## src/rtl/mjs_pkg.sv

```systemverilog
// Package for the 3x3 majority smoothing block.
// Holds the shared constants, register indexes and the structs passed between modules.
// No dependencies.
package mjs_pkg;

    localparam int MAX_WIDTH_DEF  = 4096;
    localparam int HEIGHT_LIMIT   = 4096;
    localparam int ROW_W          = 12;
    localparam int DIM_W          = 13;
    localparam int TERRAIN_W      = 4;
    localparam int TERRAIN_IDS    = 12;
    localparam int STAY_THRESHOLD = 4;
    localparam int JOIN_THRESHOLD = 6;
    localparam int CNT_W          = 4;
    localparam int QUEUE_DEPTH    = 4;
    localparam int QPTR_W         = $clog2(QUEUE_DEPTH);
    localparam int QCNT_W         = $clog2(QUEUE_DEPTH + 1);
    localparam int CFG_IDX_W      = 3;
    localparam int CFG_DATA_W     = 13;

    typedef enum logic [CFG_IDX_W-1:0] {
        REG_TARGET  = 3'd0,
        REG_OUTSIDE = 3'd1,
        REG_WIDTH   = 3'd2,
        REG_HEIGHT  = 3'd3,
        REG_WATER   = 3'd4
    } t_reg_idx;

    typedef struct packed {
        logic [TERRAIN_W-1:0]   target_terrain;
        logic [TERRAIN_W-1:0]   outside_terrain;
        logic [DIM_W-1:0]       grid_width;
        logic [DIM_W-1:0]       grid_height;
        logic [TERRAIN_IDS-1:0] water_tile_mask;
    } t_cfg;

    // One cell waiting for its decision.
    typedef struct packed {
        logic [CNT_W-1:0]     cnt;
        logic [TERRAIN_W-1:0] terrain;
        logic                 last;
    } t_cell;

    typedef struct packed {
        logic  a_valid;
        logic  b_valid;
        t_cell a;
        t_cell b;
    } t_push;

    typedef struct packed {
        logic  valid;
        t_cell entry;
    } t_head;

    function automatic logic [CNT_W-1:0] bits3(input logic [2:0] v);
        return CNT_W'(v[0]) + CNT_W'(v[1]) + CNT_W'(v[2]);
    endfunction

endpackage

```

## src/rtl/mjs_in_if.sv

```systemverilog
// Input channel of the smoothing block: one column slice per transfer.
// No dependencies.
interface mjs_in_if;
    logic       valid;
    logic       ready;
    logic [3:0] upper_terrain;
    logic [3:0] middle_terrain;
    logic [3:0] lower_terrain;

    modport source (output valid, output upper_terrain, output middle_terrain,
                    output lower_terrain, input ready);
    modport sink (input valid, input upper_terrain, input middle_terrain,
                  input lower_terrain, output ready);
endinterface

```

## src/rtl/mjs_out_if.sv

```systemverilog
// Output channel of the smoothing block: one decided cell per transfer.
// No dependencies.
interface mjs_out_if;
    logic       valid;
    logic       ready;
    logic [3:0] new_terrain;
    logic       changed;
    logic       water_flag;
    logic       prop_cleared;
    logic       end_of_run;

    modport source (output valid, output new_terrain, output changed, output water_flag,
                    output prop_cleared, output end_of_run, input ready);
    modport sink (input valid, input new_terrain, input changed, input water_flag,
                  input prop_cleared, input end_of_run, output ready);
endinterface

```

## src/rtl/mjs_front.sv

```systemverilog
// Front end: accepts column slices, tracks position and window, and pushes cells to decide.
// Depends on mjs_pkg and mjs_in_if.
module mjs_front import mjs_pkg::*; #(
    parameter int MAX_WIDTH = MAX_WIDTH_DEF
) (
    input  logic  i_clk,
    input  logic  i_rst_n,
    input  t_cfg  i_cfg,
    input  logic  i_room,
    mjs_in_if.sink i_cell,
    output t_push o_push
);
    localparam int COL_W = (MAX_WIDTH > 1) ? $clog2(MAX_WIDTH) : 1;
    localparam int WX    = (COL_W > DIM_W) ? COL_W + 1 : DIM_W + 1;

    logic [5:0]           r_win, n_win;
    logic [TERRAIN_W-1:0] r_held;
    logic [COL_W-1:0]     r_col, n_col;
    logic [ROW_W-1:0]     r_row, n_row;

    logic [WX-1:0]    gw_ext, w_lim;
    logic [DIM_W-1:0] h_lim;
    logic             top, bottom, last, first, acc;
    logic [2:0]       cur, older;

    assign acc          = i_cell.valid && i_room;
    assign i_cell.ready = i_room;

    always_comb begin
        gw_ext = WX'(i_cfg.grid_width);
        if (i_cfg.grid_width == '0) begin
            w_lim = WX'(1);
        end else if (gw_ext > WX'(MAX_WIDTH)) begin
            w_lim = WX'(MAX_WIDTH);
        end else begin
            w_lim = gw_ext;
        end
        if (i_cfg.grid_height == '0) begin
            h_lim = DIM_W'(1);
        end else if (i_cfg.grid_height > DIM_W'(HEIGHT_LIMIT)) begin
            h_lim = DIM_W'(HEIGHT_LIMIT);
        end else begin
            h_lim = i_cfg.grid_height;
        end
        top    = (r_row == '0);
        bottom = (DIM_W'(r_row) >= h_lim - DIM_W'(1));
        last   = (WX'(r_col) >= w_lim - WX'(1));
        first  = (r_col == '0);

        cur[0] = !top && (i_cell.upper_terrain == i_cfg.target_terrain);
        cur[1] = (i_cell.middle_terrain == i_cfg.target_terrain);
        cur[2] = !bottom && (i_cell.lower_terrain == i_cfg.target_terrain);
        older  = first ? 3'b000 : r_win[5:3];

        o_push.a_valid      = acc && !first;
        o_push.b_valid      = acc && last;
        o_push.a.cnt        = bits3(r_win[2:0]) + bits3(cur)
                              + CNT_W'(r_win[3]) + CNT_W'(r_win[5]);
        o_push.a.terrain    = r_held;
        o_push.a.last       = !last;
        o_push.b.cnt        = bits3(older) + CNT_W'(cur[0]) + CNT_W'(cur[2]);
        o_push.b.terrain    = i_cell.middle_terrain;
        o_push.b.last       = 1'b1;

        if (last) begin
            n_win = 6'b0;
            n_col = '0;
            n_row = bottom ? '0 : r_row + ROW_W'(1);
        end else begin
            n_win = {cur, older};
            n_col = r_col + COL_W'(1);
            n_row = r_row;
        end
    end

    always_ff @(posedge i_clk) begin
        if (!i_rst_n) begin
            r_win  <= '0;
            r_held <= '0;
            r_col  <= '0;
            r_row  <= '0;
        end else if (acc) begin
            r_win  <= n_win;
            r_held <= i_cell.middle_terrain;
            r_col  <= n_col;
            r_row  <= n_row;
        end
    end
endmodule

```

## src/rtl/mjs_queue.sv

```systemverilog
// Short queue between front and back: takes up to two cells a cycle and releases one when popped.
// Depends on mjs_pkg.
module mjs_queue import mjs_pkg::*; (
    input  logic  i_clk,
    input  logic  i_rst_n,
    input  t_push i_push,
    input  logic  i_pop,
    output t_head o_head,
    output logic  o_room
);
    t_cell             r_mem [QUEUE_DEPTH];
    logic [QPTR_W-1:0] r_wp, r_rp;
    logic [QCNT_W-1:0] r_cnt;
    logic [QCNT_W-1:0] n_push;
    logic              pop_ok;

    assign pop_ok      = i_pop && (r_cnt != '0);
    assign n_push      = QCNT_W'(i_push.a_valid) + QCNT_W'(i_push.b_valid);
    assign o_head.valid = (r_cnt != '0);
    assign o_head.entry = r_mem[r_rp];
    assign o_room      = (r_cnt <= QCNT_W'(QUEUE_DEPTH - 2));

    always_ff @(posedge i_clk) begin
        if (i_push.a_valid) begin
            r_mem[r_wp] <= i_push.a;
            if (i_push.b_valid) begin
                r_mem[r_wp + QPTR_W'(1)] <= i_push.b;
            end
        end else if (i_push.b_valid) begin
            r_mem[r_wp] <= i_push.b;
        end
    end

    always_ff @(posedge i_clk) begin
        if (!i_rst_n) begin
            r_wp  <= '0;
            r_rp  <= '0;
            r_cnt <= '0;
        end else begin
            r_wp  <= r_wp + QPTR_W'(n_push);
            r_rp  <= r_rp + QPTR_W'(pop_ok);
            r_cnt <= r_cnt + n_push - QCNT_W'(pop_ok);
        end
    end
endmodule

```

## src/rtl/mjs_back.sv

```systemverilog
// Back end: applies the majority rule to queued cells and holds each result for transfer.
// Depends on mjs_pkg and mjs_out_if.
module mjs_back import mjs_pkg::*; (
    input  logic  i_clk,
    input  logic  i_rst_n,
    input  t_cfg  i_cfg,
    input  t_head i_head,
    output logic  o_pop,
    mjs_out_if.source o_cell
);
    logic                 r_valid;
    logic [TERRAIN_W-1:0] r_terrain;
    logic                 r_changed, r_water, r_prop, r_last;

    logic                 is_in, stay, chg, water;
    logic [TERRAIN_W-1:0] nt;

    assign o_pop = i_head.valid && (!r_valid || o_cell.ready);

    always_comb begin
        is_in = (i_head.entry.terrain == i_cfg.target_terrain);
        stay  = is_in ? (i_head.entry.cnt >= CNT_W'(STAY_THRESHOLD))
                      : (i_head.entry.cnt >= CNT_W'(JOIN_THRESHOLD));
        chg   = (stay != is_in);
        nt    = i_head.entry.terrain;
        water = 1'b0;
        if (chg) begin
            nt = stay ? i_cfg.target_terrain : i_cfg.outside_terrain;
            if (nt < TERRAIN_W'(TERRAIN_IDS)) begin
                water = i_cfg.water_tile_mask[nt];
            end
        end
    end

    always_ff @(posedge i_clk) begin
        if (!i_rst_n) begin
            r_valid <= 1'b0;
        end else if (o_pop) begin
            r_valid <= 1'b1;
        end else if (o_cell.ready) begin
            r_valid <= 1'b0;
        end
    end

    always_ff @(posedge i_clk) begin
        if (o_pop) begin
            r_terrain <= nt;
            r_changed <= chg;
            r_water   <= water;
            r_prop    <= chg && stay;
            r_last    <= i_head.entry.last;
        end
    end

    assign o_cell.valid        = r_valid;
    assign o_cell.new_terrain  = r_terrain;
    assign o_cell.changed      = r_changed;
    assign o_cell.water_flag   = r_water;
    assign o_cell.prop_cleared = r_prop;
    assign o_cell.end_of_run   = r_last;
endmodule

```

## src/rtl/majority_smoothing_3x3.sv

```systemverilog
// Top level of the 3x3 majority smoothing block: configuration registers and the three stages.
// Depends on mjs_pkg, mjs_in_if, mjs_out_if, mjs_front, mjs_queue and mjs_back.
//
// The block takes one column slice per cycle while the queue has room (a cell with the cells
// above and below it) and returns each decided cell one column later; the last slice of a row
// returns two cells and the first none, so a row of W slices yields W results. The output stage
// delivers one result per cycle while the sink is ready; a four-entry queue between the
// classifying front end and the deciding back end absorbs the extra end-of-row result and output
// stalls, holding off input when under two entries are free. The user must write configuration
// only while no slice is in flight; the block does not enforce this.
module majority_smoothing_3x3 import mjs_pkg::*; #(
    parameter int MAX_WIDTH = MAX_WIDTH_DEF
) (
    input  logic                  i_clk,
    input  logic                  i_rst_n,
    input  logic                  i_cfg_we,
    input  logic [CFG_IDX_W-1:0]  i_cfg_idx,
    input  logic [CFG_DATA_W-1:0] i_cfg_data,
    mjs_in_if.sink                i_cell,
    mjs_out_if.source             o_cell
);
    t_cfg  r_cfg;
    t_push push;
    t_head head;
    logic  room, pop;

    always_ff @(posedge i_clk) begin
        if (!i_rst_n) begin
            r_cfg.target_terrain  <= '0;
            r_cfg.outside_terrain <= '0;
            r_cfg.grid_width      <= DIM_W'(1);
            r_cfg.grid_height     <= DIM_W'(1);
            r_cfg.water_tile_mask <= '0;
        end else if (i_cfg_we) begin
            case (t_reg_idx'(i_cfg_idx))
                REG_TARGET:  r_cfg.target_terrain  <= i_cfg_data[TERRAIN_W-1:0];
                REG_OUTSIDE: r_cfg.outside_terrain <= i_cfg_data[TERRAIN_W-1:0];
                REG_WIDTH:   r_cfg.grid_width      <= i_cfg_data[DIM_W-1:0];
                REG_HEIGHT:  r_cfg.grid_height     <= i_cfg_data[DIM_W-1:0];
                REG_WATER:   r_cfg.water_tile_mask <= i_cfg_data[TERRAIN_IDS-1:0];
                default: begin
                end
            endcase
        end
    end

    mjs_front #(
        .MAX_WIDTH(MAX_WIDTH)
    ) u_front (
        .i_clk  (i_clk),
        .i_rst_n(i_rst_n),
        .i_cfg  (r_cfg),
        .i_room (room),
        .i_cell (i_cell),
        .o_push (push)
    );

    mjs_queue u_queue (
        .i_clk  (i_clk),
        .i_rst_n(i_rst_n),
        .i_push (push),
        .i_pop  (pop),
        .o_head (head),
        .o_room (room)
    );

    mjs_back u_back (
        .i_clk  (i_clk),
        .i_rst_n(i_rst_n),
        .i_cfg  (r_cfg),
        .i_head (head),
        .o_pop  (pop),
        .o_cell (o_cell)
    );
endmodule
```

## src/flat_wrapper.sv

```systemverilog
// flat-port wrapper written by rule: the top's interface ports become plain ports
module majority_smoothing_3x3_flat import mjs_pkg::*;
#(
    parameter int MAX_WIDTH = MAX_WIDTH_DEF
)
  (i_clk, i_rst_n, i_cfg_we, i_cfg_idx, i_cfg_data, i_cell_valid, i_cell_upper_terrain, i_cell_middle_terrain, i_cell_lower_terrain, i_cell_ready, o_cell_valid, o_cell_new_terrain, o_cell_changed, o_cell_water_flag, o_cell_prop_cleared, o_cell_end_of_run, o_cell_ready);
  mjs_in_if i_cell_i ();
  mjs_out_if o_cell_i ();
  input  logic i_clk;
  input  logic i_rst_n;
  input  logic i_cfg_we;
  input  logic [CFG_IDX_W-1:0] i_cfg_idx;
  input  logic [CFG_DATA_W-1:0] i_cfg_data;
  input wire logic [$bits(i_cell_i.valid)-1:0] i_cell_valid;
  input wire logic [$bits(i_cell_i.upper_terrain)-1:0] i_cell_upper_terrain;
  input wire logic [$bits(i_cell_i.middle_terrain)-1:0] i_cell_middle_terrain;
  input wire logic [$bits(i_cell_i.lower_terrain)-1:0] i_cell_lower_terrain;
  output wire logic [$bits(i_cell_i.ready)-1:0] i_cell_ready;
  output wire logic [$bits(o_cell_i.valid)-1:0] o_cell_valid;
  output wire logic [$bits(o_cell_i.new_terrain)-1:0] o_cell_new_terrain;
  output wire logic [$bits(o_cell_i.changed)-1:0] o_cell_changed;
  output wire logic [$bits(o_cell_i.water_flag)-1:0] o_cell_water_flag;
  output wire logic [$bits(o_cell_i.prop_cleared)-1:0] o_cell_prop_cleared;
  output wire logic [$bits(o_cell_i.end_of_run)-1:0] o_cell_end_of_run;
  input wire logic [$bits(o_cell_i.ready)-1:0] o_cell_ready;
  assign i_cell_i.valid = i_cell_valid;
  assign i_cell_i.upper_terrain = i_cell_upper_terrain;
  assign i_cell_i.middle_terrain = i_cell_middle_terrain;
  assign i_cell_i.lower_terrain = i_cell_lower_terrain;
  assign i_cell_ready = i_cell_i.ready;
  assign o_cell_valid = o_cell_i.valid;
  assign o_cell_new_terrain = o_cell_i.new_terrain;
  assign o_cell_changed = o_cell_i.changed;
  assign o_cell_water_flag = o_cell_i.water_flag;
  assign o_cell_prop_cleared = o_cell_i.prop_cleared;
  assign o_cell_end_of_run = o_cell_i.end_of_run;
  assign o_cell_i.ready = o_cell_ready;
  majority_smoothing_3x3 #(.MAX_WIDTH(MAX_WIDTH)) u_core (.i_clk(i_clk), .i_rst_n(i_rst_n), .i_cfg_we(i_cfg_we), .i_cfg_idx(i_cfg_idx), .i_cfg_data(i_cfg_data), .i_cell(i_cell_i), .o_cell(o_cell_i));
endmodule
```

## config.mk

```make
export PLATFORM = sky130hd
export DESIGN_NAME = majority_smoothing_3x3_flat
export DESIGN_NICKNAME = d
export VERILOG_FILES = /design/src/rtl/mjs_pkg.sv /design/src/rtl/mjs_in_if.sv /design/src/rtl/mjs_out_if.sv /design/src/rtl/mjs_front.sv /design/src/rtl/mjs_queue.sv /design/src/rtl/mjs_back.sv /design/src/rtl/majority_smoothing_3x3.sv /design/src/flat_wrapper.sv
export SDC_FILE = /design/constraint.sdc
export NUM_CORES = 1
export LEC_CHECK = 0
export ABC_AREA = 1
export BUFFER_PORTS_ARGS = -buffer_cell sky130_fd_sc_hd__buf_2
export CAP_MARGIN = 0
export CORE_UTILIZATION = 45
export DETAILED_ROUTE_END_ITERATION = 12
export SLEW_MARGIN = 5
export SYNTH_ARGS = -nofsm -noshare
export SYNTH_HDL_FRONTEND = slang
export SYNTH_SLANG_ARGS = --single-unit
```

## constraint.sdc

```tcl
create_clock -name i_clk -period 4.89 [get_ports i_clk]
set_clock_uncertainty 0.2 [all_clocks]
set_input_delay 0.2445 -clock i_clk [delete_from_list [all_inputs] [get_ports i_clk]]
set_output_delay 0.2445 -clock i_clk [all_outputs]
set_load 0.005 [all_outputs]
```

==> summary.txt, run 1 <==
Status
  • Status: finished, final reports clean

Pwr
  • Sw Share: 35.23%
  • Clock network fraction of total power: between 30% and 40%
  • Peak VDD IR: ~0.25 mV
  • Total chip power: 3895 uW
  • Combinational fraction of design power: between 30% and 40%
  • Pwr dens: 432.9 mW/mm^2
  • Reg power frac: 34.7%
  • Internal: approximately 2500 uW
  • Sw power: between 1000 and 1500 uW
  • Static leakage: 0.003822 uW

Timing
  • Final Cycle Share: a little over nine tenths
  • Max_slew headroom: 34.37%
  • Tightest Pin Transition: just under 1 ns
  • Minimum clock period after layout: 4.834 ns
  • Final setup violation count: 0
  • Min setup slack post-route: 0.05588 ns
  • RSZ-0062 raised after global routing: yes
  • Hold Vio Cnt, Final: 0
  • Fin. max-slew vios: 0
  • F_max: 206.9 MHz

Critical path
  • Slowest cell delay on critical path: roughly 0.47 ns
  • Kind of critical path: flop to flop
  • Most common cell on crit path: nand2_1
  • CP Data Required Time: approximately 4.9 ns
  • Crit path DAT: 4.79 ns
  • Setup slack, reg-to-reg: approximately 0.056 ns
  • Worst r2r src: u_core.r_cfg[22]
  • R2R Path End: u_core.u_queue.r_mem[0][6]
  • Cells on worst reg2reg path: 33
  • Crit path max-delay cell type: fa_1
  • Crit path capture type: flop
  • Crit Path Max Fanout: 9
  • Worst Setup Start Kind: flop

Job
  • Max-cap violations: 0

GRT
  • Initial antenna violation count: 0
  • GRT overflow: 0
  • Total Routing Usage GR: 22.38%
  • Pin count of the biggest net entering global routing: 64
  • Vias in the first global route: 6141
  • First-pass GRT wire length: 30.55 mm

Logic synthesis
  • Ys Warns: 0
  • Part of the Yosys area used for sequential elements: approximately two fifths
  • Cell count after synthesis: roughly 980
  • Syn Area/Cell: 7.727 um^2
  • Post-synth EDFFs: 36
  • Mapped Nets: about 1.1k
  • Synth Cell Area: approximately 0.0076 mm^2
  • Distinct cells, synth: slightly below 50
  • Seq cells post-synth: 128
  • Ys async rst share: 0%
  • Main synth FF type: dfxtp_1

Clock tree
  • CTS tree: done
  • Clk slew on worst S/H paths: roughly 0.060 ns
  • Worst-Skew Late Latency: between 0.4 and 0.5 ns
  • Clock Path Buffers: 2
  • Htree depth: 4
  • Clk sink count: between 100 and 150
  • CTS buffer count: 17
  • Clk root buf: clkbuf_16

Detailed routing
  • WL per Instance: 14.36 um
  • Average vias per placed instance: a little over 5
  • TritonRoute pass-1 iters: 5
  • Drt total wl: 18.64 mm
  • Vias: 6556
  • Drc violations: 0
  • 1st-iter DRT viols: 370
  • Final ANT Viol Nets: 0

Cells and area
  • Synth-to-layout area growth: 18.70%
  • Share of layout cells above drive strength 1: between 10% and 20%
  • Diodes inserted: 0
  • Fill count: about 1.6k
  • FF+latch area: between 0.002 and 0.003 mm^2
  • Commonest cells after routing, fill and taps aside: 175 x nand2_1, 124 x nor2_1, 100 x inv_1
  • Multi-input gate area: approximately 0.0042 mm^2
  • # nets final: around 1.1k
  • Commonest non-fill, non-tap cell in the layout: nand2_1

Hold path
  • Hold Path Origin: i_cell_middle_terrain[1]
  • Hold Crit Class: primary input to flop
  • Hold Crit Depth: 3
  • Hold Path End: u_core.u_front.r_held[1]

Die
  • Die Wd: ~130 um
  • Initial Util: 45.87%
  • Num ports: 43
  • Die H: ~130 um
  • Die ar.: ~0.017 mm^2
  • Area of the core: roughly 0.017 mm^2
  • # rows: 47

Placed design
  • IO Port Bufs: 42
  • HPWL Detailed: 13.74 mm
  • Placer Congestion: around 0.86
  • Pre-CTS setup slack: -0.1148 ns
==> what timing repair did <==
item	CTS	global route
pin swaps	0	15
endpoints found under the hold margin	28	0
gates resized for setup	5	33
endpoints found under the setup margin	8	9
hold buffers	13	0
buffers inserted	0	5
==> Yosys cell counts (3+ instances only) <==
cell type	instances	area [um^2]
nand2_1	180	675.7
nor2_1	128	480.5
inv_1	106	397.9
dfxtp_1	92	1842
o21ai_0	79	395.4
a21oi_1	60	300.3
nand3_1	47	235.2
ha_1	43	538.0
edfxtp_1	36	1081
xor2_1	27	236.5
o22ai_1	25	156.4
xnor2_1	20	175.2
clkbuf_1	17	63.81
nand2_2	15	93.84
nor3_1	15	75.07
nand4_1	9	56.30
fa_1	7	140.1
o21ai_1	7	35.03
inv_2	6	22.52
nand3_2	6	60.06
buf_2	5	25.02
nand2_4	5	56.30
nor4_1	5	31.28
buf_6	4	45.04
clkinv_1	3	11.26
o21ai_2	3	26.28
==> logic make-up after synthesis <==
| kind of cell | Yosys count | synth area share (%) |
|---|---|---|
| xor+xnor | 47 | 5.431 |
| simple gates | 428 | 26.08 |
| compound gates | 184 | 13.11 |
| buf+inv | 144 | 7.874 |
| flops | 128 | 38.56 |
| fa+ha+maj | 50 | 8.947 |
==> power by group through the flow <==
| stage | Sequential, uW | Combinational [uW] | Clock (uW) |
|---|---|---|---|
| floorplan | 1330 | 991 | 0 |
| global placement | 1370 | 1280 | 0 |
| detailed placement | 1370 | 1290 | 0 |
| CTS | 1350 | 1310 | 1250 |
| global route | 1370 | 1490 | 1300 |
| finish | 1350 | 1310 | 1230 |
==> area by class of cell <==
cell class / instances / area share, %
inverters: 116 / 4.895
flip-flops and latches: 128 / 32.55
repair buffers: 93 / 6.995
multi-input cells: 709 / 46.14
clock buffers: 26 / 5.437
clock inverters: 6 / 0.9178
well taps: 220 / 3.059
==> critical path: cells and delay by family, from the launching register on <==
family	cells	cell delay, ns
DFF	1	0.31
adders and majority gates	4	1.38
and+or+nand+nor	20	1.74
xor gates and xnor gates	1	0.16
AOI/OAI and AO/OA	4	0.39
buffers and inverters	4	0.40
==> worst max-delay path by stage <==
stage	start	endpoint	slack, ns	cells after the start
after floorplan	u_core.r_cfg[12]	u_core.u_queue.r_mem[1][6]	0.12	29
after global placement	u_core.r_cfg[18]	u_core.u_queue.r_mem[0][7]	0.08	33
after detailed placement	u_core.r_cfg[18]	u_core.u_queue.r_mem[0][6]	-0.11	31
after CTS	u_core.r_cfg[18]	u_core.u_queue.r_mem[0][7]	0.01	33
after global routing	u_core.r_cfg[18]	u_core.u_queue.r_mem[0][6]	-0.14	33
final	u_core.r_cfg[22]	u_core.u_queue.r_mem[0][6]	0.06	33
==> per-stage QoR <==
| step | utilization, % | cells | instance area (um^2) | hold slack (ns) | setup TNS, ns |
|---|---|---|---|---|---|
| 2_1_floorplan | - | 981 | 7580 | 0.1708 | 0 |
| 3_3_place_gp | 49.36 | 1248 | 8157 | 0.2478 | 0 |
| 3_5_place_dp | 49.36 | 1248 | 8157 | 0.2477 | -0.7406 |
| 4_1_cts | 53.66 | 1293 | 8867 | 0.0009416 | 0 |
| 5_1_grt | 54.45 | 1298 | 8997 | 0.03670 | -1.010 |
| 6_report | 54.45 | 1298 | 8997 | 0.02680 | 0 |
==> per-layer routing <==
| metal | routed length [um] | track usage [%] | vias up |
|---|---|---|---|
| li1 | - | - | 3408 |
| met1 | 8812 | 29.40 | 2992 |
| met2 | 8849 | 36.83 | 141 |
| met3 | 752 | 4.575 | 15 |
| met4 | 226 | 7.171 | 0 |
| met5 | 0 | 0 | - |
==> flip-flops by register name (all words and copies together) (netlist names) <==
name / cells
u_core.u_back.o_cell.end_of_run: 1
u_core.u_back.o_cell.water_flag: 1
u_core.u_front.r_col: 12
u_core.u_front.r_held: 4
u_core.u_back.o_cell.new_terrain: 4
u_core.u_back.o_cell.valid: 1
u_core.u_queue.r_mem: 32
u_core.r_cfg: 46
u_core.u_back.o_cell.changed: 1
u_core.u_front.r_row: 12
u_core.u_back.o_cell.prop_cleared: 1
u_core.u_queue.r_wp: 2
u_core.u_queue.r_rp: 2
u_core.u_front.r_win: 6
u_core.u_queue.r_cnt: 3
Note: power is estimated with default switching activity, not from simulation.
==> run 2: changes to the inputs <==
--- a/config.mk
+++ b/config.mk
@@ -10,6 +10,7 @@
 export CAP_MARGIN = 0
 export CORE_UTILIZATION = 45
 export DETAILED_ROUTE_END_ITERATION = 12
+export GPL_TIMING_DRIVEN = 0
 export SLEW_MARGIN = 5
 export SYNTH_ARGS = -nofsm -noshare
 export SYNTH_HDL_FRONTEND = slang
==> run 2 against run 1 <==
Against the previous run:
- final cell count is 0.69% higher
- first-iteration DRC count grew 15%
- die area did not move
- critical path depth fell by 2
- sequential power about the same
- fmax grew 2.1%
- core utilization increased by 1.2 points
- critical endpoint is now u_core.u_queue.r_mem[3][7]
- register-to-register slack improved by 0.10 ns
- non-clock buffer count rose by 9
- sequential cell count did not move
- combinational power increased by 8%
==> summary.txt, run 2 (synthesis gave the netlist of run 1 again) <==
Status
  • Status: finished, final reports clean

Cells and area
  • Most flops, register: u_core.r_cfg
  • Share of layout cells above drive strength 1: approximately a fifth
  • Fill count: about 1.6k
  • Final core occ: 55.62%
  • Multi-input gate area: 0.004299 mm^2
  • # nets final: roughly 1.2k
  • Non-Filler Instances: between 1k and 1.5k
  • Non-Filler Cell Area, Final: ~0.0092 mm^2
  • FF+latch area: approximately 0.0029 mm^2
  • Commonest cells after routing, fill and taps aside: 165 x nand2_1, 124 x nor2_1, 99 x inv_1
  • Commonest non-fill, non-tap cell in the layout: nand2_1
  • Largest regs: u_core.r_cfg (46), u_core.u_queue.r_mem (32)
  • Max FFs per register: between 40 and 50
  • Synth-to-layout area growth: 21.26%
  • Diodes inserted: 0

Timing
  • Hold Vio Cnt, Final: 0
  • F_max: ~210 MHz
  • Max_slew headroom: 44.70%
  • Tightest Pin Transition: just over 0.8 ns
  • Final Cycle Share: between 90 and 100%
  • Fin. max-slew vios: 0
  • Min setup slack post-route: approximately 0.16 ns
  • RSZ-0062 raised after global routing: yes
  • Hold_ws: between 0.01 and 0.015 ns
  • Minimum clock period after layout: 4.735 ns
  • Final setup violation count: 0

Clock tree
  • Htree depth: 4
  • Clock Path Buffers: 2
  • CTS tree: done
  • Clk root buf: clkbuf_16
  • Clk slew on worst S/H paths: about 0.06 ns
  • Worst-Skew Late Latency: 0.42 ns
  • Clk sink count: 128
  • CTS buffer count: 17

Placed design
  • Placer Congestion: approximately 0.83
  • HPWL Detailed: 14.30 mm
  • # placed instances: ~1.2k
  • IO Port Bufs: 41
  • Placed cell area: just over 0.008 mm^2
  • Pre-CTS setup slack: -0.6547 ns

Critical path
  • Setup slack, reg-to-reg: 0.16 ns
  • Cells on worst reg2reg path: 31
  • CP Data Required Time: a little under 5 ns
  • CP bufs+invs: 4
  • CP Depth: 31
  • Worst r2r src: u_core.r_cfg[13]
  • Worst Setup Start Kind: flop
  • Crit path from: u_core.r_cfg[13]
  • Crit path capture type: flop
  • Cell class contributing the biggest share of worst-path delay: adder cells
  • Kind of critical path: flop to flop
  • Most common cell on crit path: nand2_1
  • Crit path max-delay cell type: fa_1
  • Slowest cell delay on critical path: about 0.44 ns
  • R2R Path End: u_core.u_queue.r_mem[3][7]
  • CP endpoint: u_core.u_queue.r_mem[3][7]
  • Crit path DAT: ~4.7 ns
  • Crit Path Max Fanout: 7

Hold path
  • Hold Crit Class: primary input to flop

GRT
  • Vias in the first global route: around 6.2k
  • First-pass GRT wire length: 30.92 mm
  • Total Routing Usage GR: between 20 and 25%
  • GRT overflow: 0
  • Initial antenna violation count: 0
  • Pin count of the biggest net entering global routing: 17

Pwr
  • Peak VDD IR: about 0.24 mV
  • Static leakage: between 0.003 and 0.004 uW
  • Pwr dens: roughly 430 mW/mm^2

Detailed routing
  • Average vias per placed instance: 5.093
  • 1st-iter DRT viols: 424
  • WL per Instance: around 15 um
  • Drc violations: 0
  • Drt total wl: between 15 and 20 mm
  • Final ANT Viol Nets: 0
  • TritonRoute pass-1 iters: 5
  • Vias: roughly 6.7k

Die
  • Die H: roughly 130 um
  • Area of the core: 0.01652 mm^2
  • Die Wd: 131.8 um
  • Initial Util: 45.87%
  • # rows: 47
  • Num ports: 43
  • Die ar.: roughly 0.017 mm^2

Job
  • Max-cap violations: 0
run 2: routing by layer:
| layer | vias up | share of wire [%] | GRT usage [%] | wire length (um) |
|---|---|---|---|---|
| met5 | - | 0 | 0 | 0 |
| li1 | 3439 | - | - | - |
| met4 | 0 | 1.5 | 6.848 | 276 |
| met3 | 22 | 4.3 | 4.114 | 812 |
| met1 | 3050 | 47 | 30.37 | 8953 |
| met2 | 145 | 47 | 37.04 | 8933 |
run 2: what timing repair did:
item,4_1_cts,5_1_grt
resized for setup,20,70
hold buffers,14,0
pin swaps,8,20
setup buffers,3,16
hold endpoints to repair,30,0
endpoints found under the setup margin,8,60
run 2: tightest hold or removal path, delay by kind of cell:
| kind | cells | cell delay (ns) |
|---|---|---|
| AO/OA/AOI/OAI | 1 | 0.13 |
| buffers and inverters | 2 | 0.21 |
run 2: final cells by class:
class                   instances  area share [%]
plain buffers                  28           1.892
inverters                     116           4.819
clock inverters                15           1.579
well taps                     220           2.995
flip-flops and latches        128           32.00
clock buffers                  17           4.628
repair buffers                 74           5.309
multi-input cells             709           46.77
run 2: how the worst min path moves through the flow:
stage	cells after the start	start	end	slack [ns]
floorplan	2	i_cfg_data[0]	u_core.r_cfg[12]	0.17
global placement	2	u_core.r_cfg[8]	u_core.r_cfg[8]	0.24
detailed placement	2	u_core.r_cfg[8]	u_core.r_cfg[8]	0.25
CTS	3	i_cell_middle_terrain[3]	u_core.u_front.r_held[3]	0.007
global route	3	i_cell_middle_terrain[1]	u_core.u_front.r_held[1]	0.03
finish	3	i_cell_middle_terrain[3]	u_core.u_front.r_held[3]	0.01
run 2: metrics by stage:
stage | total power [uW] | TNS, ns
after CTS | 3918 | 0
after global placement | 2647 | -4.638
after floorplan | 2322 | 0
after detailed placement | 2662 | -4.872
final | 3948 | 0
after global routing | 4205 | -0.5637
run 2: report_power, final:
group	switching [uW]	total, uW	internal (uW)
combinational	897	1410	512
sequential	59.9	1320	1260
clock	478	1220	744
total	1440	3950	2510
==> run 3: changes to the inputs <==
--- a/config.mk
+++ b/config.mk
@@ -14,4 +14,5 @@
 export SLEW_MARGIN = 5
 export SYNTH_ARGS = -nofsm -noshare
 export SYNTH_HDL_FRONTEND = slang
+export SYNTH_HIERARCHICAL = 1
 export SYNTH_SLANG_ARGS = --single-unit
==> run 3 against run 2 <==
Against the previous run:
- the flow now finishes with violations (DRC)
- global-route usage decreased by 0.93 points
- final area increased by 9.2%
- core utilization decreased by 0.33 points
- sequential cell count unchanged
- final cell count increased by 14%
- combinational power decreased by 9%
- critical path type unchanged
- largest cell class unchanged
==> summary.txt, run 3 <==
Status
  • Status: complete, but fails checks
  • Failing checks: DRC

GRT
  • Initial antenna violation count: 0
  • Pin count of the biggest net entering global routing: 17
  • First-pass GRT wire length: roughly 33 mm
  • GRT overflow: 0
  • Total Routing Usage GR: 21.70%
  • Vias in the first global route: between 6k and 7k

Timing
  • Max_slew headroom: 25.85%
  • Final setup violation count: 0
  • Fin. max-slew vios: 0
  • Minimum clock period after layout: between 4 and 5 ns
  • Tightest Pin Transition: roughly 1.1 ns
  • Hold_ws: around 0.021 ns
  • Setup TNS Final: 0 ns
  • Hold Vio Cnt, Final: 0
  • Min setup slack post-route: between 0.1 and 0.15 ns
  • RSZ-0062 raised after global routing: yes
  • F_max: 210.2 MHz
  • Final Cycle Share: 97.27%

Cells and area
  • Synth-to-layout area growth: 18.87%
  • Commonest cells after routing, fill and taps aside: 263 x nand2_1, 155 x nor2_1, 143 x inv_1
  • Share of layout cells above drive strength 1: 20.48%
  • Final core occ: a little under three fifths
  • Commonest non-fill, non-tap cell in the layout: nand2_1
  • Diodes inserted: 0
  • Largest regs: u_core/r_cfg (46), u_core/u_queue/r_mem (32)
  • Max FFs per register: 46
  • # nets final: around 1.3k
  • Non-Filler Cell Area, Final: between 0.01 and 0.015 mm^2
  • Most flops, register: u_core/r_cfg
  • Fill count: approximately 1.7k

Hold path
  • Hold Crit Class: primary input to flop
  • Hold Path Origin: i_cfg_data[4]

Placed design
  • Placer Congestion: roughly 0.86
  • IO Port Bufs: 42
  • HPWL Detailed: ~15 mm
  • Pre-CTS setup slack: -0.5555 ns
  • Placed cell area: around 0.0089 mm^2

Die
  • # rows: 49
  • Area of the core: approximately 0.018 mm^2
  • Die Wd: approximately 140 um
  • Initial Util: a little under half
  • Die ar.: roughly 0.019 mm^2
  • Num ports: 43
  • Die H: ~140 um

Detailed routing
  • Vias: between 7k and 8k
  • Drc violations: 3
  • TritonRoute pass-1 iters: 9
  • 1st-iter DRT viols: 380
  • Drt total wl: between 20 and 25 mm
  • Average vias per placed instance: about 4.9
  • WL per Instance: 13.73 um
  • Final ANT Viol Nets: 0

Critical path
  • Crit Path Max Fanout: 5
  • Kind of critical path: flop to flop
  • Most common cell on crit path: nand2_2
  • Crit path capture type: flop
  • Crit path from: u_core/r_cfg[23]
  • Crit path DAT: 4.82 ns
  • CP Data Required Time: 4.96 ns
  • Worst Setup Start Kind: flop
  • Crit path max-delay cell type: fa_1
  • Worst r2r src: u_core/r_cfg[23]
  • Slowest cell delay on critical path: between 0.5 and 0.6 ns

Clock tree
  • Clk sink count: 128
  • Clk root buf: clkbuf_16
  • CTS tree: done
  • Htree depth: 4
  • CTS buffer count: 17
  • Clk slew on worst S/H paths: 0.05 ns
  • Worst-Skew Late Latency: ~0.41 ns
  • Clock Path Buffers: 2

Pwr
  • Static leakage: about 0.0045 uW
  • Pwr dens: around 390 mW/mm^2
  • Peak VDD IR: approximately 0.27 mV

Logic synthesis
  • Ys Warns: 6
  • Syn Area/Cell: between 7 and 8 um^2
  • Cell count after synthesis: around 1.2k
  • Synth Cell Area: around 0.0084 mm^2
  • Mapped Nets: ~1.2k

Job
  • Max-cap violations: 0
run 3: through the flow:
| step | power [uW] | cells |
|---|---|---|
| after global placement | 2534 | 1426 |
| after floorplan | 2232 | 1155 |
| after CTS | 3875 | 1468 |
| after detailed placement | 2545 | 1426 |
| final | 3914 | 1489 |
| after global routing | 4168 | 1489 |
run 3: final timing paths:
kind	slack, ns	end	cells after the start
max	0.13	u_core/u_queue/r_mem[1][6]	32
min	0.02	u_core/r_cfg[16]	5
max reg2reg	0.13	u_core/u_queue/r_mem[1][6]	32
min reg2reg	0.28	u_core/u_front/r_win[5]	2
run 3: layout make-up:
cell class / count / area [um^2] / share of cell area [%]
plain buffers: 44 / 312.8 / 3.117
multi-input cells: 827 / 4780 / 47.63
clock buffers: 21 / 471.7 / 4.701
clock inverters: 11 / 135.1 / 1.347
inverters: 154 / 585.6 / 5.835
flip-flops and latches: 128 / 2988 / 29.78
repair buffers: 75 / 475.5 / 4.738
well taps: 229 / 286.5 / 2.855
run 3: repair_timing:
item	in CTS	in global routing
endpoints found under the setup margin	46	46
gates cloned	0	1
hold buffers	8	0
hold endpoints to repair	9	0
gates resized for setup	19	59
pin swaps	3	34
setup buffers	2	22
run 3: layer usage:
metal / track usage [%] / wire length, um / part of all wire, %
met3: 3.211 / 558 / 2.7
met5: 0 / 0 / 0
met1: 28.56 / 9897 / 48
met2: 36.58 / 9688 / 47
met4: 6.842 / 298 / 1.5
run 3: worst max-delay path: cells and delay by family, from the launching register on:
kind / cells / cell delay, ns
adder cells (fa/ha/maj): 5 / 1.72
buffers and inverters: 3 / 0.23
AND/OR/NAND/NOR: 20 / 1.70
XOR/XNOR: 1 / 0.16
AO/OA/AOI/OAI: 3 / 0.28
flip-flops: 1 / 0.33
run 3: where the power goes:
part	internal (uW)	switching (uW)
Combinational	467	827
Clock	839	468
Sequential	1260	55.7
Total	2560	1350
